[src/echo_delay_mixer_top_macros.svh]
// Assertion macros for the echo delay mixer; they compile away under synthesis.
`ifndef ECHO_DELAY_MIXER_TOP_MACROS_SVH
`define ECHO_DELAY_MIXER_TOP_MACROS_SVH
`ifndef SYNTHESIS
`define EDM_ASSERT_NOW(label, clk, rst_n, ante, cons) \
  label: assert property (@(posedge clk) disable iff (!rst_n) (ante) |-> (cons)) \
    else $error("echo_delay_mixer: same-cycle check failed");
`define EDM_ASSERT_NEXT(label, clk, rst_n, ante, cons) \
  label: assert property (@(posedge clk) disable iff (!rst_n) (ante) |=> (cons)) \
    else $error("echo_delay_mixer: next-cycle check failed");
`else
`define EDM_ASSERT_NOW(label, clk, rst_n, ante, cons)
`define EDM_ASSERT_NEXT(label, clk, rst_n, ante, cons)
`endif
`endif

[src/edm_pkg.sv]
// Shared types and constants of the echo delay mixer.
package edm_pkg;

  localparam int unsigned DELAY_REG_W = 15;
  localparam int unsigned GAIN_W      = 16;
  localparam int unsigned CFG_DATA_W  = 16;

  localparam logic [DELAY_REG_W-1:0] DELAY_RESET = 15'd10000;
  localparam logic [GAIN_W-1:0]      GAIN_RESET  = 16'd52429;

  localparam logic CFG_DELAY = 1'b0;
  localparam logic CFG_GAIN  = 1'b1;

  localparam logic FUNC_SAMPLE = 1'b0;
  localparam logic FUNC_DRAIN  = 1'b1;

  localparam int unsigned QUEUE_DEPTH = 4;
  localparam int unsigned QCNT_W      = $clog2(QUEUE_DEPTH + 1);

  // Per-transaction classification made by the front end.
  typedef struct packed {
    logic func;
    logic have_echo;
    logic last;
  } ctrl_t;

endpackage

[src/edm_fifo.sv]
// Short queue that decouples the front end from the back end.
module edm_fifo #(
  parameter int unsigned W = 35
) (
  input  logic                        clk,
  input  logic                        rst_n,
  input  logic                        push,
  input  logic [W-1:0]                push_data,
  input  logic                        pop,
  output logic [W-1:0]                pop_data,
  output logic [edm_pkg::QCNT_W-1:0]  count
);

  localparam int unsigned PW = $clog2(edm_pkg::QUEUE_DEPTH);

  logic [W-1:0]               mem_r [edm_pkg::QUEUE_DEPTH];
  logic [PW-1:0]              wr_ptr_r, rd_ptr_r;
  logic [edm_pkg::QCNT_W-1:0] count_r;

  always_ff @(posedge clk) begin
    if (push) begin
      mem_r[wr_ptr_r] <= push_data;
    end
  end

  always_ff @(posedge clk) begin
    if (!rst_n) begin
      wr_ptr_r <= '0;
      rd_ptr_r <= '0;
      count_r  <= '0;
    end else begin
      if (push) begin
        wr_ptr_r <= wr_ptr_r + PW'(1);
      end
      if (pop) begin
        rd_ptr_r <= rd_ptr_r + PW'(1);
      end
      if (push && !pop) begin
        count_r <= count_r + edm_pkg::QCNT_W'(1);
      end else if (pop && !push) begin
        count_r <= count_r - edm_pkg::QCNT_W'(1);
      end
    end
  end

  assign pop_data = mem_r[rd_ptr_r];
  assign count    = count_r;

endmodule

[config.mk]
export PLATFORM = sky130hd
export DESIGN_NAME = edm_fifo
export DESIGN_NICKNAME = d
export VERILOG_FILES = /design/src/echo_delay_mixer_top_macros.svh /design/src/edm_pkg.sv /design/src/edm_fifo.sv
export SDC_FILE = /design/constraint.sdc
export NUM_CORES = 1
export LEC_CHECK = 0
export BUFFER_PORTS_ARGS = -buffer_cell sky130_fd_sc_hd__buf_4
export CAP_MARGIN = 20
export CORE_ASPECT_RATIO = 0.5
export CORE_MARGIN = 1.5
export CORE_UTILIZATION = 40
export DETAILED_ROUTE_END_ITERATION = 7
export MAX_ROUTING_LAYER = met4
export PLACE_DENSITY = 0.59
export SYNTH_ARGS = -nofsm -noshare
export SYNTH_HDL_FRONTEND = slang
export SYNTH_SLANG_ARGS = --single-unit
[constraint.sdc]
create_clock -name clk -period 1.6 [get_ports clk]
set_input_delay 0.16 -clock clk [delete_from_list [all_inputs] [get_ports clk]]
set_output_delay 0.16 -clock clk [all_outputs]
set_load 0.005 [all_outputs]
==> qor.yml, run 1 <==
outcome: "finished with violations"
violations: "negative setup slack"
num-nets-final: 409
first_pass_iters: 7
gr-total-overflow: 0
fmax_ghz: 0.544
gr-usage-all-layers_pct: 15.3
r2r_cells: 4
cts_buffers: 17
routedWlPerCell_um: 17.8
fin_util_pct: 55.2
drc_errors: 0
power_per_cell_area_nw_per_um2: 1300
rows: 30
ys_seq_area_share_pct: 79.2
cts_root_buf: "clkbuf_16"
syn_avg_cell_area_um2: 24.7
period_needed_ns: 1.84
cap_violations: 0
yosysWarnings: 0
p_leak_uw: 0.00262
start_kind: "register"
endpoint_kind: "primary output"
critical_path_buf_inv_count: 2
die-area_um2: 14600
setup_ws_ns: -0.237
routed_via_density: 4.76
first_global_vias: 2898
core_area_um2: 13500
io_pins: 77
diodes: 0
slowest_stage: "mux4_2"
crit_chain: "buf_6 > mux4_2 > buf_4"
initial_core_util_pct: 41.0
reg2reg_to: "count[2]$_SDFFE_PN0P_"
p_total_uw: 9700
rsz0062_at_grt: "true"
min_path_cells: 2
grt_max_degree: 26
num_vias: 2630
synthesis.nets: 269
path_clk_slew_ns: 0.06
die_w_um: 169
syn_area_um2: 5540
area_growth_pct: 34.9
cts_max_level: 4
drive_gt1_share_pct: 44.0
clock_latency_ns: 0.42
reg2reg_slack_ns: 0.08
crit_type: "register to primary output"
hold_path_startpoint: "rst_n"
synth.distinct_cells: 20
clock_skew_ns: 0.00751
clock_sinks: 149
grt_antenna_before_repair: 0
path_max_fanout: 6
ys_seq_elements: 149
slew_violations: 0
slowest_delay_ns: 0.53
crit_family: "multiplexers"
worstPathRequired_ns: 1.44
tritoncts: "yes"
setup_viol: 35
synth_cells: 224
dp_hpwl_um: 5940
hp-class: "input port to register"
arrival_ns: 1.68
ant_nets: 0
worst_pin_slew_ns: 0.382
wl_um: 9850
hold_violations: 0
place_congestion: 0.721
fin_crit_sh_pct: 115
port_buffers: 76
peakVddDrop_mv: 0.639
cts_buffer_depth: 2
drtIter0Drc: 158
r2r_start: "count[0]$_SDFFE_PN0P_"
relSlewSlack_pct: 74.6
grt_pass1_wl_um: 15600
die_height_um: 86.2
## worst max path at each step
stage	cells past startpoint	to	slack (ns)
2_1_floorplan	7	count[2]$_SDFFE_PN0P_	0.16
3_3_place_gp	8	count[2]$_SDFFE_PN0P_	0.03
3_5_place_dp	8	count[2]$_SDFFE_PN0P_	-0.10
4_1_cts	3	pop_data[31]	-0.28
5_1_grt	3	pop_data[11]	-0.32
6_report	3	pop_data[18]	-0.24
## cell usage in the layout, fill, tap and decap left out, types with 2 or more instances in the layout
master         Yosys  layout
clkinvlp_4         0       3
buf_6              1      22
mux2i_1            2       2
clkbuf_16          0      17
and2_1             9       5
buf_12             3       4
dfxtp_1            9       7
bufinv_16          0       3
inv_1              4       4
edfxtp_1         140     140
inv_6              0       6
nor2b_1            2       2
and2_2             0       4
dlygate4sd3_1      0      35
clkinv_4           0       3
mux4_2            30      34
buf_4              0      68
ha_1               5       5
xor2_1             3       3
xnor2_1            2       2
## cell families (layout without fill, tap and decap cells)
| group | count (synthesis) | in the layout | synth area share, % |
|---|---|---|---|
| mux | 37 | 37 | 14.9 |
| flops | 149 | 149 | 79.2 |
| simple gates | 13 | 13 | 1.42 |
| compound gates | 2 | 2 | 0.226 |
| xor+xnor | 5 | 5 | 0.791 |
| buf+inv | 12 | 165 | 1.92 |
| fa+ha+maj | 6 | 6 | 1.49 |
## where the power goes
group / total, uW / internal, uW / switching [uW]
Sequential: 4540 / 4470 / 65.5
Combinational: 1070 / 641 / 426
Clock: 4100 / 2490 / 1610
## flip-flops by register name, indices dropped and copies added, names as in the netlist, named ones only
| signal | cells |
|---|---|
| rd_ptr_r | 2 |
| count | 3 |
| wr_ptr_r | 2 |
| mem_r | 140 |
## layer usage
layer / global-route usage (%) / routed length (um)
met4: 5.47 / 48
met3: 4.47 / 316
met5: - / 0
met2: 25.4 / 5050
met1: 18.1 / 4430
## area by class of cell
type,instances,area [um2]
repair buffers,129,1190
flip-flops and latches,149,4390
well taps,176,220
inverters,4,15.0
clock buffers,17,425
clock inverters,15,191
fillers,1054,6050
multi-input cells,63,1030
## synth_stat cells, drive strengths merged
| cell | number | area share [%] |
|---|---|---|
| ha | 5 | 1.1 |
| inv | 4 | 0.27 |
| xnor2 | 2 | 0.32 |
| xor2 | 3 | 0.47 |
| mux4 | 35 | 15 |
| clkbuf | 1 | 0.090 |
| edfxtp | 140 | 76 |
| and2 | 9 | 1.0 |
| mux2i | 2 | 0.36 |
| o21ai | 1 | 0.090 |
| nor2b | 2 | 0.23 |
| or3 | 1 | 0.11 |
| dfxtp | 9 | 3.3 |
| buf | 7 | 1.6 |
| fa | 1 | 0.36 |
| a21boi | 1 | 0.14 |
| nand2 | 1 | 0.068 |
## timing repair
item                       in CTS  in global routing
setup buffers                   1                  0
cloned                          0                  0
hold endpoints to repair      140                  0
gates resized for setup        27                  1
setup endpoints to repair      35                 36
hold buffers                   35                  0
## stage by stage
stage	cells	setup slack, ns	hold WS [ns]	setup TNS [ns]	area, um2
after floorplan	224	0.163	0.259	0	5540
after global placement	485	0.0288	0.358	0	6420
after detailed placement	485	-0.100	0.365	-0.100	6420
after CTS	553	-0.280	0.0109	-8.30	7460
after global routing	553	-0.317	0.0205	-9.72	7460
final	553	-0.237	0.0234	-7.23	7460
No activity file was read; power rests on OpenSTA's default activity.
==> run 2, diff against run 1 <==
--- a/config.mk
+++ b/config.mk
@@ -8,11 +8,11 @@
 export BUFFER_PORTS_ARGS = -buffer_cell sky130_fd_sc_hd__buf_4
 export CAP_MARGIN = 20
 export CORE_ASPECT_RATIO = 0.5
-export CORE_MARGIN = 1.5
-export CORE_UTILIZATION = 40
+export CORE_MARGIN = 8
+export CORE_UTILIZATION = 50
 export DETAILED_ROUTE_END_ITERATION = 7
 export MAX_ROUTING_LAYER = met4
-export PLACE_DENSITY = 0.59
+export PLACE_DENSITY = 0.74
 export SYNTH_ARGS = -nofsm -noshare
 export SYNTH_HDL_FRONTEND = slang
 export SYNTH_SLANG_ARGS = --single-unit
==> qor.yml, run 2 (same netlist as run 1, synthesis figures left out) <==
die_height_um: 90.4
first_pass_iters: 4
routedWlPerCell_um: 22.5
final_cell_mix: "edfxtp_1 (140), buf_4 (50), mux4_2 (35), dlygate4sd3_1 (35), buf_6 (35)"
peakVddDrop_mv: 0.671
place_congestion: 0.698
die_w_um: 165
crit_type: "register to primary output"
cts_root_buf: "clkbuf_16"
io_pins: 77
hp-class: "input port to register"
p_clk_share_pct: 42.8
routed_via_density: 5.28
grt_pass1_wl_um: 17700
hold_violations: 0
port_buffers: 76
core_area_um2: 10900
fin_cells: 524
worstPathRequired_ns: 1.44
crit_top_cell: "buf_12"
die-area_um2: 14900
num-nets-final: 411
fin_util_pct: 70.2
slowest_delay_ns: 0.55
grt_antenna_before_repair: 0
p_leak_uw: 0.00270
fin_crit_sh_pct: 119
max_flop_register: "mem_r"
setup_viol: 35
arrival_ns: 1.75
endpoint_kind: "primary output"
tritoncts: "yes"
dp_hpwl_um: 6400
first_global_vias: 3046
drc_errors: 0
slew_violations: 0
violations: "negative setup slack"
clock_latency_ns: 0.41
path_max_fanout: 5
slowest_stage: "mux4_2"
cts_buffer_depth: 2
grt_max_degree: 25
seqPwrFrac_pct: 45.0
switching_share_pct: 20.8
period_needed_ns: 1.91
num_vias: 2768
crit_chain: "buf_12 > buf_12 > mux4_2 > buf_6"
r2r_start: "count[0]$_SDFFE_PN0P_"
gr-total-overflow: 0
cap_violations: 0
initial_core_util_pct: 50.9
crit_family: "multiplexers"
gr-usage-all-layers_pct: 16.9
critical_path_buf_inv_count: 3
cts_buffers: 17
relSlewSlack_pct: 75.2
start_kind: "register"
rsz0062_at_grt: "true"
power_per_cell_area_nw_per_um2: 1320
cts_max_level: 4
drive_gt1_share_pct: 44.3
hold_path_startpoint: "rst_n"
switchingPower_uw: 2100
drtIter0Drc: 183
wl_um: 11800
worst_pin_slew_ns: 0.372
setup_ws_ns: -0.306
combPwrFrac_pct: 12.2
rows: 27
fmax_ghz: 0.525
clock_sinks: 149
diodes: 0
largest_reg_flops: 140
clock_skew_ns: 0.00429
dp_cells: 450
ant_nets: 0
path_clk_slew_ns: 0.06
outcome: "finished with violations"
p_int_uw: 8000
layout_commonest_cell: "edfxtp_1"
area_growth_pct: 37.9
run 2: timing repair:
| action | CTS | global route |
|---|---|---|
| resized for setup | 46 | 3 |
| hold endpoints to repair | 140 | 0 |
| setup endpoints to repair | 35 | 39 |
| cloned | 4 | 0 |
| hold buffers | 35 | 0 |
| buffers inserted | 4 | 1 |
run 2: path summary, 6_finish.rpt:
kind	to	slack, ns	cells past startpoint
max	pop_data[14]	-0.31	4
min	count[0]$_SDFFE_PN0P_	0.03	2
min reg2reg	count[2]$_SDFFE_PN0P_	0.51	2
max reg2reg	count[2]$_SDFFE_PN0P_	0.11	4
run 2: stage by stage:
stage	total power (uW)	setup TNS (ns)	instance area [um2]	hold slack [ns]	worst slack, ns
final	10100	-9.23	7630	0.0327	-0.306
after detailed placement	5570	-0.0188	6360	0.364	-0.0188
after floorplan	5070	0	5540	0.259	0.163
after global routing	10400	-11.07	7630	0.0221	-0.352
after CTS	10200	-9.37	7640	0.0111	-0.313
after global placement	5520	0	6360	0.357	0.0405
run 2: power by group through the flow:
| stage | sequential (uW) | clock, uW | combinational (uW) |
|---|---|---|---|
| floorplan | 4590 | 0 | 478 |
| global placement | 4600 | 0 | 918 |
| detailed placement | 4620 | 0 | 951 |
| CTS | 4540 | 4380 | 1250 |
| global route | 4560 | 4560 | 1310 |
| finish | 4550 | 4330 | 1230 |
run 2: per-layer routing:
layer | routed length [um] | up-vias | global-route usage, %
li1 | - | 1218 | -
met1 | 4310 | 1417 | 18.7
met2 | 6510 | 119 | 29.0
met3 | 765 | 14 | 4.14
met4 | 206 | 0 | 6.33
met5 | 0 | - | -
run 2: final cells by class:
type / instances / area (um2)
clock inverter: 14 / 223
tap: 145 / 181
fill: 622 / 3250
timing repair buffer: 131 / 1360
inverter: 4 / 15.0
clock buffer: 18 / 429
sequential: 149 / 4390
multi-input combinational: 63 / 1030
