## src/echo_delay_mixer_top_macros.svh

```systemverilog
// Assertion macros for the echo delay mixer; they compile away under synthesis.
`ifndef ECHO_DELAY_MIXER_TOP_MACROS_SVH
`define ECHO_DELAY_MIXER_TOP_MACROS_SVH
`ifndef SYNTHESIS
`define EDM_ASSERT_NOW(label, clk, rst_n, ante, cons) \
  label: assert property (@(posedge clk) disable iff (!rst_n) (ante) |-> (cons)) \
    else $error("echo_delay_mixer: same-cycle check failed");
`define EDM_ASSERT_NEXT(label, clk, rst_n, ante, cons) \
  label: assert property (@(posedge clk) disable iff (!rst_n) (ante) |=> (cons)) \
    else $error("echo_delay_mixer: next-cycle check failed");
`else
`define EDM_ASSERT_NOW(label, clk, rst_n, ante, cons)
`define EDM_ASSERT_NEXT(label, clk, rst_n, ante, cons)
`endif
`endif

```

## src/edm_pkg.sv

```systemverilog
// Shared types and constants of the echo delay mixer.
package edm_pkg;

  localparam int unsigned DELAY_REG_W = 15;
  localparam int unsigned GAIN_W      = 16;
  localparam int unsigned CFG_DATA_W  = 16;

  localparam logic [DELAY_REG_W-1:0] DELAY_RESET = 15'd10000;
  localparam logic [GAIN_W-1:0]      GAIN_RESET  = 16'd52429;

  localparam logic CFG_DELAY = 1'b0;
  localparam logic CFG_GAIN  = 1'b1;

  localparam logic FUNC_SAMPLE = 1'b0;
  localparam logic FUNC_DRAIN  = 1'b1;

  localparam int unsigned QUEUE_DEPTH = 4;
  localparam int unsigned QCNT_W      = $clog2(QUEUE_DEPTH + 1);

  // Per-transaction classification made by the front end.
  typedef struct packed {
    logic func;
    logic have_echo;
    logic last;
  } ctrl_t;

endpackage

```

## src/edm_back.sv

```systemverilog
// Back end: echo multiply, mix and output register.
module edm_back #(
  parameter int unsigned SAMPLE_BITS = 16
) (
  input  logic                          clk,
  input  logic                          rst_n,
  input  logic                          q_nonempty,
  output logic                          pop,
  input  edm_pkg::ctrl_t                pop_ctrl,
  input  logic [SAMPLE_BITS-1:0]        pop_sample,
  input  logic [SAMPLE_BITS-1:0]        pop_delayed,
  input  logic [edm_pkg::GAIN_W-1:0]    echo_gain,
  output logic                          out_valid,
  input  logic                          out_ready,
  output logic signed [SAMPLE_BITS-1:0] out_sample_out,
  output logic                          out_tail_last
);

  localparam int unsigned PW = SAMPLE_BITS + edm_pkg::GAIN_W + 1;
  localparam int unsigned SW = PW + 1;

  logic                   m_valid_r;
  edm_pkg::ctrl_t         m_ctrl_r;
  logic signed [SAMPLE_BITS-1:0] m_sample_r;
  logic signed [PW-1:0]   m_prod_r;

  logic                          o_valid_r;
  logic signed [SAMPLE_BITS-1:0] o_sample_r;
  logic                          o_last_r;

  logic                          o_en, m_en;
  logic signed [SAMPLE_BITS-1:0] delayed_eff;
  logic signed [edm_pkg::GAIN_W:0] gain_s;
  logic signed [SW-1:0]          mix_sum;
  logic signed [SAMPLE_BITS-1:0] result;

  assign o_en = !o_valid_r || out_ready;
  assign m_en = !m_valid_r || o_en;
  assign pop  = q_nonempty && m_en;

  assign delayed_eff = pop_ctrl.have_echo ? signed'(pop_delayed) : '0;
  assign gain_s      = signed'({1'b0, echo_gain});

  always_comb begin
    mix_sum = SW'(signed'({m_sample_r, {edm_pkg::GAIN_W{1'b0}}})) + SW'(m_prod_r);
    if (m_ctrl_r.func == edm_pkg::FUNC_DRAIN) begin
      result = m_prod_r[SAMPLE_BITS-1+edm_pkg::GAIN_W:edm_pkg::GAIN_W];
    end else if (m_ctrl_r.have_echo) begin
      result = mix_sum[SAMPLE_BITS+edm_pkg::GAIN_W:edm_pkg::GAIN_W+1];
    end else begin
      result = m_sample_r;
    end
  end

  always_ff @(posedge clk) begin
    if (m_en && pop) begin
      m_ctrl_r   <= pop_ctrl;
      m_sample_r <= signed'(pop_sample);
      m_prod_r   <= PW'(gain_s) * PW'(delayed_eff);
    end
    if (o_en && m_valid_r) begin
      o_sample_r <= result;
      o_last_r   <= m_ctrl_r.last;
    end
  end

  always_ff @(posedge clk) begin
    if (!rst_n) begin
      m_valid_r <= 1'b0;
      o_valid_r <= 1'b0;
    end else begin
      if (m_en) begin
        m_valid_r <= pop;
      end
      if (o_en) begin
        o_valid_r <= m_valid_r;
      end
    end
  end

  assign out_valid      = o_valid_r;
  assign out_sample_out = o_sample_r;
  assign out_tail_last  = o_last_r;

endmodule

```

## config.mk

```make
export PLATFORM = sky130hd
export DESIGN_NAME = edm_back
export DESIGN_NICKNAME = d
export VERILOG_FILES = /design/src/echo_delay_mixer_top_macros.svh /design/src/edm_pkg.sv /design/src/edm_back.sv
export SDC_FILE = /design/constraint.sdc
export NUM_CORES = 1
export LEC_CHECK = 0
export BUFFER_PORTS_ARGS = -buffer_cell sky130_fd_sc_hd__buf_2
export CORE_MARGIN = 4
export CORE_UTILIZATION = 42
export DETAILED_ROUTE_END_ITERATION = 6
export PLACE_DENSITY = 0.57
export SKIP_LAST_GASP = 1
export SLEW_MARGIN = 10
export SYNTH_ARGS = -nofsm -noshare
export SYNTH_HDL_FRONTEND = slang
export SYNTH_SLANG_ARGS = --single-unit
```

## constraint.sdc

```tcl
create_clock -name clk -period 8.9 [get_ports clk]
set_input_delay 0.89 -clock clk [delete_from_list [all_inputs] [get_ports clk]]
set_output_delay 0.89 -clock clk [all_outputs]
set_load 0.005 [all_outputs]
```

==> results summary, run 1 <==
The headroom to the max-slew limit is 38.1%. The setup slack of the critical path after layout is 1.58 ns. TritonCTS built the clock tree. The maximum fanout along the worst path is 54. Among cell families on the critical path, the largest total delay comes from adder cells.

The netlist uses 53 different library cells. The highest achievable clock rate is 137 MHz. Excluding fillers, the count of instances in the completed layout stands at 1532.

The DRC violations left is 0. Yosys instantiated no cell more often than sky130_fd_sc_hd__inv_1. In the synthesized netlist, the cells that appear most often are 244 x sky130_fd_sc_hd__inv_1, 194 x sky130_fd_sc_hd__fa_1, 134 x sky130_fd_sc_hd__ha_1, 125 x sky130_fd_sc_hd__nand2_1, 124 x sky130_fd_sc_hd__and3_1. The number of hold violations in the final report is 0. The placeable core area came out at 26100 µm². The count of boundary I/O pins came out at 74.

IR analysis of the VDD net gives a maximum drop of 130 µV. The fraction of power consumed by the clock network came out at 8.6%. The share of the clock period used by the worst path after layout came out at 82.3%. The worst setup path is launched from a primary input. The share of the synthesized area in the top cell type came out at 34.9%. The number of vias after detailed routing is 8132.

The iteration-0 DRC count of the detailed router came out at 489. The worst path buffer plus inverter count came out at 5. The endpoint type of the worst setup path is a flip-flop.

After synthesis, the largest family of logic cells by area is adder cells. The sink count of the clock tree came out at 55. The number of global-route vias before repair is 8369.

The overall power consumption came out at 2.23 mW. The number of enable-type register cells in the synthesized netlist is 53. The fraction of the yosys area taken by sequential cells came out at 14.7%. The number of diodes added for antenna fixing is 0. The initial standard-cell utilization of the core came out at 42.7%. The synthesized design spends more area on one cell type than any other, namely sky130_fd_sc_hd__fa_1. Synthesis handed over a netlist of 1163 instances. The post-synthesis sequential element count is 55. The pin count of the biggest net entering global routing came out at 69. The maximum clock skew at final layout is 0.00463 ns. The worst hold-check slack is 0.426 ns.

The worst-skew pair later-pin latency came out at 0.29 ns. The switching share of total power is 45.9%. The flow ran to the end, and the final reports show no timing, DRC or antenna violations. The post-synthesis xor/xnor area fraction is 2.44%.

In this design, the critical path's most frequently occurring cell is sky130_fd_sc_hd__fa_1. Setup repair after global routing left no endpoint under its margin. Once placement completed, the tool counted placed cells totaling 1524. The clock transition at the registers of the reported paths came out at 0.07 ns. The time the final worst path needs with I/O delays and setup came out at 7.32 ns. The first detailed-routing pass took 5 iterations. The detailed-route wire length came out at 26.4 mm. The half-perimeter wire length after detailed placement came out at 21.4 mm. For this design, the slowest cell found on the critical path is sky130_fd_sc_hd__fa_1.

The static leakage power is 6.39 nW. The share of cell area taken by muxes after synthesis came out at 0.910%. The number of H-tree levels is 2. The internal power came out at 1.20 mW. Buffers inserted during clock tree synthesis total 5. The number of port buffers came out at 73.

The number of cell rows is 59. The post-place setup slack is 1.30 ns. During synthesis, Yosys emitted a total of 0 warnings. Combinational cells account for 72.2% of the total power. The synthesized net count came out at 1546. Compared with the post-synthesis result, the final layout area differs by 7.00%. Walking the worst path, the cells encountered are buf_2, buf_4, nand2_1, or2_2, fa_1, fa_1, inv_1, fa_1, fa_1, fa_1, inv_1, fa_1, inv_1, ha_1, and3_1, o2111ai_1, a31o_2, a31oi_4, a21boi_2, nor2_1, a211oi_1, xnor2_1. The arithmetic-cell share of the synthesized area counting full adders, half adders and majority gates is 49.9%. The path class of the tightest hold or removal check is reg -> reg. The worst setup path is of the in -> reg kind.

In the post-synthesis netlist, the biggest area contributors are sky130_fd_sc_hd__fa_1 35%, sky130_fd_sc_hd__ha_1 15%, sky130_fd_sc_hd__edfxtp_1 14%. Per report_power, the sequential group accounts for 19.2% of the total. The congestion estimate from routability-driven global placement came to 0.835.

The die extent in x came out at 171 µm. The power density over the cells is 187 nW/µm². The share of cells above drive strength 1 came out at 9.36%. The quantity of gates resized following cts is 0. The synthesized netlist devotes 15.2% of its cell area to simple gates. The number of buffers on the longest clock path is 2. The global-route wire length before repair came out at 43.7 mm. On the worst path, the slowest cell contributes a delay of 0.51 ns. The total grt overflow came out at 0. The initial antenna violation count is 1. The remaining antenna violation count is 0. The cell area after synthesis came out at 11100 µm². The wire length per cell is 17.3 µm. The fraction of the mapped netlist area in compound gates came out at 6.82%.

The final net count came out at 1579. The number of buffers inserted for hold repair after clock tree synthesis is 0. The number of maximum-capacitance constraint violations is 0.

The die extent in y came out at 171 µm. The reported net switching power came out at 1.02 mW. Dividing the detail-routed via count by the number of cells gives 5.31. Global routing used 18.9% of the available tracks. The accumulated negative setup slack came out at 0 ns. The cell sitting at the root of the clock tree is a sky130_fd_sc_hd__clkbuf_16. The count of final setup violators came out at 0.

The arrival time of data at the critical path endpoint is 7.37 ns. The proportion of register bits with asynchronous set or reset after synthesis is 0%. The data required time of the critical path came out at 8.94 ns.

The final-report max-slew violation count is 0. The transition time at the pin with the least slew margin came out at 0.928 ns. The area of the die came out at 29200 µm². The post-synthesis area per instance is 9.57 µm². Buffers added to address setup during post-CTS repair amount to 0. The most used flip-flop cell after synthesis is sky130_fd_sc_hd__edfxtp_1.
==> kinds of logic (layout without fill, tap and decap cells) <==
family          Yosys count  after routing
xor+xnor                 31             31
simple gates            334            334
mux                      10             10
fa+ha+maj               328            328
buf+inv                 296            330
compound gates          109            109
flops                    55             55
==> sequential cells by signal, summed over array words and instances, names as in the netlist <==
signal          flops
out_sample_out     16
out_valid           1
m_prod_r           17
m_sample_r         16
out_tail_last       1
m_valid_r           1
m_ctrl_r            3
==> worst paths after layout <==
check,startpoint,end,slack (ns),depth (start not counted)
max,pop_ctrl[1],m_prod_r[27],1.58,22
min,m_ctrl_r[0],out_tail_last,0.43,0
max reg2reg,m_sample_r[1],out_sample_out[15],6.01,10
min reg2reg,m_ctrl_r[0],out_tail_last,0.43,0
==> stage by stage <==
| step | utilization [%] | area (µm²) |
|---|---|---|
| finish | 45.7 | 11900 |
| global route | 45.7 | 11900 |
| CTS | 45.7 | 11900 |
| global placement | 45.2 | 11800 |
| floorplan | - | 11100 |
| detailed placement | 45.2 | 11800 |
==> power by group through the flow <==
stage / logic (mW) / registers, mW / clock network, mW
floorplan: 1.28 / 0.420 / 0
CTS: 1.65 / 0.431 / 0.197
detailed placement: 1.64 / 0.436 / 0
finish: 1.61 / 0.429 / 0.191
global placement: 1.61 / 0.439 / 0
global route: 1.88 / 0.433 / 0.210
==> cell usage in the layout (no fill, tap or decap), types with 5 or more instances in the layout <==
cell type,synthesis,layout
sky130_fd_sc_hd__inv_1,244,244
sky130_fd_sc_hd__fa_1,194,194
sky130_fd_sc_hd__ha_1,134,134
sky130_fd_sc_hd__nand2_1,125,125
sky130_fd_sc_hd__and3_1,124,124
sky130_fd_sc_hd__buf_2,0,73
sky130_fd_sc_hd__edfxtp_1,53,53
sky130_fd_sc_hd__a21oi_1,28,28
sky130_fd_sc_hd__nor2_1,26,26
sky130_fd_sc_hd__o21ai_0,21,21
sky130_fd_sc_hd__xnor2_1,21,21
sky130_fd_sc_hd__nand3_1,20,20
sky130_fd_sc_hd__a21o_1,16,16
sky130_fd_sc_hd__xor2_1,10,10
sky130_fd_sc_hd__mux2i_1,9,9
sky130_fd_sc_hd__and2_1,8,8
sky130_fd_sc_hd__or2_2,7,7
sky130_fd_sc_hd__o21a_1,6,6
sky130_fd_sc_hd__nor2b_1,5,5
sky130_fd_sc_hd__clkbuf_16,0,5
sky130_fd_sc_hd__buf_4,0,5
==> per-layer routing <==
layer,vias to the layer above,share of wire (%),global-route usage (%)
li1,3779,-,-
met1,4105,42,25.7
met2,205,52,33.0
met3,43,4.3,1.83
met4,0,2.4,4.17
met5,-,0,0
==> final cells by class <==
cell class,count,area [µm²]
well taps,335,419
fillers,2491,14100
multi-input cells,812,8400
clock buffers,6,129
clock inverters,2,12.5
flip-flops and latches,55,1630
repair buffers,78,403
inverters,244,916
Note: power is estimated with default switching activity, not from simulation.
==> run 2, diff against run 1 <==
- clock period: 8.9 -> 7.2 ns (I/O delays scaled with it)
==> run 2 against run 1 <==
Compared with the run above: clock-buffer cell count decreased by 1; total power increased by 26%; wire length increased by 1.6%; largest power group unchanged.
==> results summary, run 2 (synthesized netlist as in run 1, its figures left out) <==
The run finished with clean final reports. The global-route wire length before repair is 44.2 mm (+1.1%). The clock transition at the registers of the reported paths came out at 0.07 ns (about the same). The minimum setup slack among reg-to-reg paths is 4.33 ns (-1.68 ns). The cell seen most often among critical-path stages is sky130_fd_sc_hd__fa_1. In the layout the commonest cells are 244 x sky130_fd_sc_hd__inv_1, 194 x sky130_fd_sc_hd__fa_1, 134 x sky130_fd_sc_hd__ha_1.

In this run the critical register-to-register path is launched from m_sample_r[1]. The number of H-tree levels came out at 2 (unchanged). The power density over the cells came to 235 nW/µm² (+25%). The number of flip-flops in the largest register is 17 (unchanged).

Setup repair after global routing left no endpoint under its margin. The area added between synthesis and finish is 7.62%. The area of the die came out at 29200 µm² (unchanged). The count of boundary I/O pins is 74 (unchanged). The wire length per cell came to 17.4 µm (+1.0%). The depth of the worst register-to-register path was 10 (unchanged). The number of vias after detailed routing was 8125 (-0.086%). The number of buffers inserted for hold repair after clock tree synthesis is 0 (unchanged). TritonCTS built the clock tree. The worst-skew pair later-pin latency is 0.29 ns (about the same). The maximum clock skew at final layout came out at 0.00450 ns (-0.000125 ns). The static leakage power is 6.43 nW (+0.74%). The worst setup path is captured at a flip-flop. The core utilization of the finished layout came to 46.0% (+0.26 points). In this run the critical register-to-register path is captured at out_sample_out[15]. The number of maximum-capacitance constraint violations came to 0 (unchanged). The iteration-0 DRC count of the detailed router came to 353 (-28%). The clock period could shrink to 6.50 ns. The final-report max-slew violation count came out at 0 (unchanged).

The remaining antenna violation count is 0 (unchanged). The register with the most flip-flops in the final layout is m_prod_r. For this design, the slowest cell found on the critical path is sky130_fd_sc_hd__fa_1. The data required time of the critical path was 7.25 ns (-1.69 ns). The mean number of vias per cell is 5.27 (-0.67%).

The initial standard-cell utilization of the core came to 42.7% (unchanged). The transition time at the pin with the least slew margin came out at 0.973 ns (+0.0454 ns). The number of port buffers came out at 73 (unchanged). The DRC violations left came out at 0 (unchanged). The number of global-route vias before repair came out at 8551 (+2.2%). The detailed-route wire length is 26.9 mm (+1.6%). The maximum fanout along the worst path is 11 (-80%).

The sink count of the clock tree is 55 (unchanged). The final net count came to 1587 (+0.51%). The post-CTS setup repair buffer count was 0 (unchanged). The count of cells along the worst hold path came to 0 (unchanged).

The number of hold violations in the final report is 0 (unchanged). The share of the clock period used by the worst path after layout came out at 90.3%. The critical path starts at pop_ctrl[1]. For this run, the top clock speed supported by timing is 154 MHz. The count of final setup violators came out at 0 (unchanged). The number of cell rows came to 59 (unchanged). The worst hold path terminates at out_tail_last. The critical path goes through buf_2, and2_1, nand2_1, fa_1, fa_1, fa_1, inv_1, fa_1, fa_1, inv_1, fa_1, inv_1, ha_1, a211oi_1, o21ai_0, o2111ai_1, a31oi_4, or2_2, a21oi_2, o21ai_2, xor2_1. The share of cells above drive strength 1 is 10.0% (+0.68 points). The aggregate global-route resource usage was 19.1% (+0.21 points). The maximum ir drop on the vdd rail was 162 µV (+25%). The die extent in y is 171 µm (unchanged). The number of buffers on the longest clock path came out at 2 (unchanged). The pin count of the biggest net entering global routing is 61 (-12%). The first-pass iteration count of the detailed router is 5 (unchanged). The headroom to the max-slew limit is 35.1% (-3.0 points). The total grt overflow came out at 0 (unchanged). The critical path's largest stage delay came out at 0.53 ns (+0.02 ns).

The half-perimeter wire length after detailed placement is 21.9 mm (+2.1%). The arrival time of data at the critical path endpoint is 6.55 ns (-0.82 ns). The number of clock buffers inserted by TritonCTS is 5 (unchanged). The final cell count without fillers was 1541 (+0.59%). The placeable core area is 26100 µm² (unchanged). The worst setup path is launched from a primary input. The category of the most critical setup path is in -> reg.

The initial antenna violation count was 0 (-1). In this run the clock root is driven by a sky130_fd_sc_hd__clkbuf_16. The die extent in x came out at 171 µm (unchanged). The placer congestion estimate is 0.879 (+5.2%). The instance count after placement with tap cells included is 1532 (+0.52%).

The most common cell after layout, fill and taps aside is sky130_fd_sc_hd__inv_1. The quantity of gates resized following cts is 0 (unchanged). The path class of the tightest hold or removal check is reg -> reg.

The start point of the worst min-delay path is m_ctrl_r[0]. The accumulated negative setup slack came out at 0 ns (unchanged).
## run 2: cell types whose count changed in the layout (fill, tap and decap cells not counted), sizes merged
cell      delta
diode        +1
clkinvlp     -1
inv          +2
clkbuf       -1
buf          +8
## run 2: power by group
group	internal (mW)	leakage [nW]	switching, mW	total [mW]
Clock	0.131	0.0746	0.114	0.246
Sequential	0.489	0.531	0.0401	0.529
Combinational	0.883	5.83	1.15	2.04
Total	1.50	6.43	1.31	2.81
## run 2: area by class of cell
cell class              instances  area [µm²]
multi-input cells             812        8400
clock inverters                 3        22.5
fillers                      2548       14100
flip-flops and latches         55        1630
clock buffers                   5         125
diodes                          1        2.50
inverters                     244         916
repair buffers                 86         463
well taps                     335         419
## run 2: worst max-delay path by stage
| stage | endpoint | slack, ns | depth (start not counted) |
|---|---|---|---|
| 6_report | m_prod_r[23] | 0.70 | 21 |
| 3_3_place_gp | m_prod_r[22] | 0.46 | 21 |
| 4_1_cts | m_prod_r[22] | 0.71 | 21 |
| 3_5_place_dp | m_prod_r[22] | 0.41 | 21 |
| 2_1_floorplan | m_prod_r[22] | 0.66 | 24 |
| 5_1_grt | m_prod_r[27] | 0.40 | 21 |
## run 2: worst max-delay path, delay by kind of cell
kind	cells	cell delay (ns)
AOI/OAI and AO/OA	6	1.02
xor gates and xnor gates	1	0.15
adders and majority gates	7	3.34
buffers and inverters	4	0.32
and+or+nand+nor	3	0.99
## run 2: stage by stage
step | power (mW) | setup WS (ns) | hold WS, ns | area, µm²
finish | 2.81 | 0.697 | 0.432 | 12000
CTS | 2.86 | 0.713 | 0.439 | 12000
detailed placement | 2.59 | 0.410 | 0.421 | 11800
global placement | 2.57 | 0.461 | 0.406 | 11800
global route | 3.17 | 0.396 | 0.453 | 12000
floorplan | 2.10 | 0.657 | 0.400 | 11100
## run 2: layer usage
metal | GRT usage (%) | wire length (µm) | vias up
met5 | 0 | 0 | -
met4 | 6.08 | 837 | 0
met3 | 2.24 | 1190 | 44
met2 | 32.9 | 13500 | 215
met1 | 25.3 | 11300 | 4074
li1 | - | - | 3792
==> run 3, diff against run 2 <==
- CELL_PAD_IN_SITES_DETAIL_PLACEMENT: unset -> 0
- CELL_PAD_IN_SITES_GLOBAL_PLACEMENT: unset -> 1
- PLACE_DENSITY: 0.57 -> 0.7
- RECOVER_POWER: unset -> 50
==> run 3 against run 2 <==
Compared with the run above: sequential power about the same; die area unchanged; flip-flop and latch count unchanged; fmax down 0.42%; clock power up 23%; the flow now finishes with violations (max-capacitance violations, max-slew violations); sequential share of layout area about the same; highest routed layer unchanged; total power up 1.5%; combinational power about the same; core utilization down 0.062 points.
==> results summary, run 3 (synthesized netlist as in run 1, its figures left out) <==
The DRC violations left was 0 (unchanged). The pin count of the biggest net entering global routing is 108 (+77%). The accumulated negative setup slack is 0 ns (unchanged). The total non-filler cell area in the finished layout is 12000 µm² (-0.14%). The remaining antenna violation count is 0 (unchanged).

The half-perimeter wire length after detailed placement is 22.3 mm (+2.0%). The met2 usage is 31.4% (-1.5 points). The quantity of gates resized following cts is 0 (unchanged). The final cell count without fillers is 1535 (-0.39%).

The maximum clock skew at final layout was 0.00578 ns (+0.00127 ns). The share of the clock period used by the worst path after layout is 90.7% (+0.38 points). The number of maximum-capacitance constraint violations came to 1 (+1). Counting flops per register, the top entry is m_prod_r. The number of global-route vias before repair came to 8321 (-2.7%). The placeable core area came out at 26100 µm² (unchanged).

The setup slack of the critical path after layout is 0.669 ns (-0.0273 ns). The die extent in y came to 171 µm (unchanged). The checks that failed: max-capacitance violations, max-slew violations. The wire length per cell came to 17.9 µm (+2.5%).

The transition time at the pin with the least slew margin is 1.94 ns (+0.964 ns). The count of boundary I/O pins came out at 74 (unchanged). The number of clock buffers inserted by TritonCTS is 5 (unchanged).

The arrival time of data at the critical path endpoint is 6.56 ns (about the same). The category of the most critical setup path is in -> reg. The time the final worst path needs with I/O delays and setup is 6.53 ns (+0.0273 ns).

By instance count, the cell type seen most on the critical path is sky130_fd_sc_hd__fa_1. The data required time of the critical path came out at 7.22 ns (-0.03 ns). The power density over the cells is 238 nW/µm² (+1.6%).

The cell with the biggest individual delay on the critical path is sky130_fd_sc_hd__fa_1. The number of cell rows was 59 (unchanged). The top cell types in the final layout, fill and taps aside, are 244 x sky130_fd_sc_hd__inv_1, 194 x sky130_fd_sc_hd__fa_1, 134 x sky130_fd_sc_hd__ha_1. The mean number of vias per cell is 5.22 (-0.93%). Walking the worst path, the cells encountered are buf_4, and2_1, nand2_1, fa_1, fa_1, fa_1, fa_1, inv_1, fa_1, inv_1, fa_1, inv_1, ha_1, a211oi_1, o21ai_0, o2111ai_1, a31oi_4, or2_2, a21oi_2, o21ai_2, xor2_1. The first-pass iteration count of the detailed router is 4 (-1). The die extent in x came to 171 µm (unchanged). The final-report max-slew violation count came out at 37 (+37). The instance count after placement with tap cells included is 1527 (-0.33%). The tightest min-delay check is of the reg -> reg type. The worst-skew pair later-pin latency is 0.29 ns (about the same).

The library cell used most frequently in the layout, excluding fill and tap cells, is sky130_fd_sc_hd__inv_1. The post-CTS setup repair buffer count came out at 0 (unchanged). The number of vias after detailed routing came out at 8018 (-1.3%). The number of port buffers came to 73 (unchanged). The number of diodes added for antenna fixing was 0 (-1). The highest achievable clock rate is 153 MHz (-0.42%). The maximum fanout along the worst path came out at 22 (+11).

TritonCTS built the clock tree. The run finished, with violations left. The depth of the worst register-to-register path is 10 (unchanged). The share of cells above drive strength 1 is 8.42% (-1.6 points).

The iteration-0 DRC count of the detailed router came to 460 (+30%). The number of flip-flops in the largest register came to 17 (unchanged). The number of buffers inserted for hold repair after clock tree synthesis came out at 0 (unchanged).

The static leakage power is 6.39 nW (-0.75%). The headroom to the max-slew limit came out at -29.1% (-64 points). The clock transition at the registers of the reported paths came to 0.06 ns (about the same). The overall power consumption is 2.85 mW (+1.5%).

met2 is the most crowded layer. The global-route wire length before repair is 44.7 mm (+1.0%). Setup repair after global routing left no endpoint under its margin. The initial standard-cell utilization of the core is 42.7% (unchanged). The sort of element at the start of the critical path is a primary input. The tree is rooted in a sky130_fd_sc_hd__clkbuf_16. The initial antenna violation count is 0 (unchanged). The post-place setup slack came out at 0.341 ns (-0.0690 ns). The maximum ir drop on the vdd rail is 159 µV (-2.2%). The number of hold violations in the final report was 0 (unchanged). The final net count is 1582 (-0.32%). The aggregate global-route resource usage came out at 19.3% (+0.23 points). The sink count of the clock tree is 55 (unchanged).

The critical path's largest stage delay came out at 0.57 ns (+0.04 ns). The placer congestion estimate is 0.865 (-1.6%). The global-route track usage on met3 is 2.47% (+0.23 points). The number of H-tree levels came to 2 (unchanged). The area of the die is 29200 µm² (unchanged).

The total cell area at the placement stage came out at 11800 µm² (-0.19%). The number of buffers on the longest clock path was 2 (unchanged). The total grt overflow came out at 0 (unchanged). The endpoint type of the worst setup path is a flip-flop. The global-route met1 utilization was 28.7% (+3.4 points).

The count of final setup violators is 0 (unchanged). The detailed-route wire length came out at 27.4 mm (+2.1%). The count of cells along the worst hold path came out at 0 (unchanged). The area added between synthesis and finish is 7.47%.
run 3: critical path, delay by kind of cell:
kind | cells | cell delay [ns]
adders and majority gates | 7 | 3.26
buffers and inverters | 4 | 0.38
AOI/OAI and AO/OA | 6 | 1.07
and+or+nand+nor | 3 | 0.94
xor gates and xnor gates | 1 | 0.17
run 3: through the flow:
| step | util [%] | hold slack (ns) |
|---|---|---|
| after global routing | 45.9 | 0.462 |
| after detailed placement | 45.3 | 0.443 |
| after CTS | 46.0 | 0.451 |
| after floorplan | - | 0.400 |
| final | 45.9 | 0.437 |
| after global placement | 45.3 | 0.406 |
run 3: per-layer routing:
layer / up-vias / share of wire [%]
met5: - / 0
met4: 0 / 1.0
met3: 21 / 4.5
met2: 155 / 46
met1: 4046 / 49
li1: 3796 / -
run 3: final cells by class:
class / count / area (µm²)
Tap cell: 335 / 419
Clock buffer: 6 / 129
Sequential cell: 55 / 1630
Timing Repair Buffer: 81 / 419
Inverter: 244 / 916
Clock inverter: 2 / 60.1
Multi-Input combinational cell: 812 / 8390
Fill cell: 2510 / 14100
run 3: path summary, 6_finish.rpt:
path                 start            endpoint  slack [ns]
max            pop_ctrl[1]        m_prod_r[23]        0.67
min            m_ctrl_r[0]       out_tail_last        0.44
max reg2reg  m_sample_r[1]  out_sample_out[15]        4.31
min reg2reg    m_ctrl_r[0]       out_tail_last        0.44
run 3: power breakdown:
part	switching [mW]	internal, mW	leakage, nW
Combinational	1.14	0.875	5.76
Sequential	0.0424	0.490	0.531
Clock	0.102	0.199	0.0911
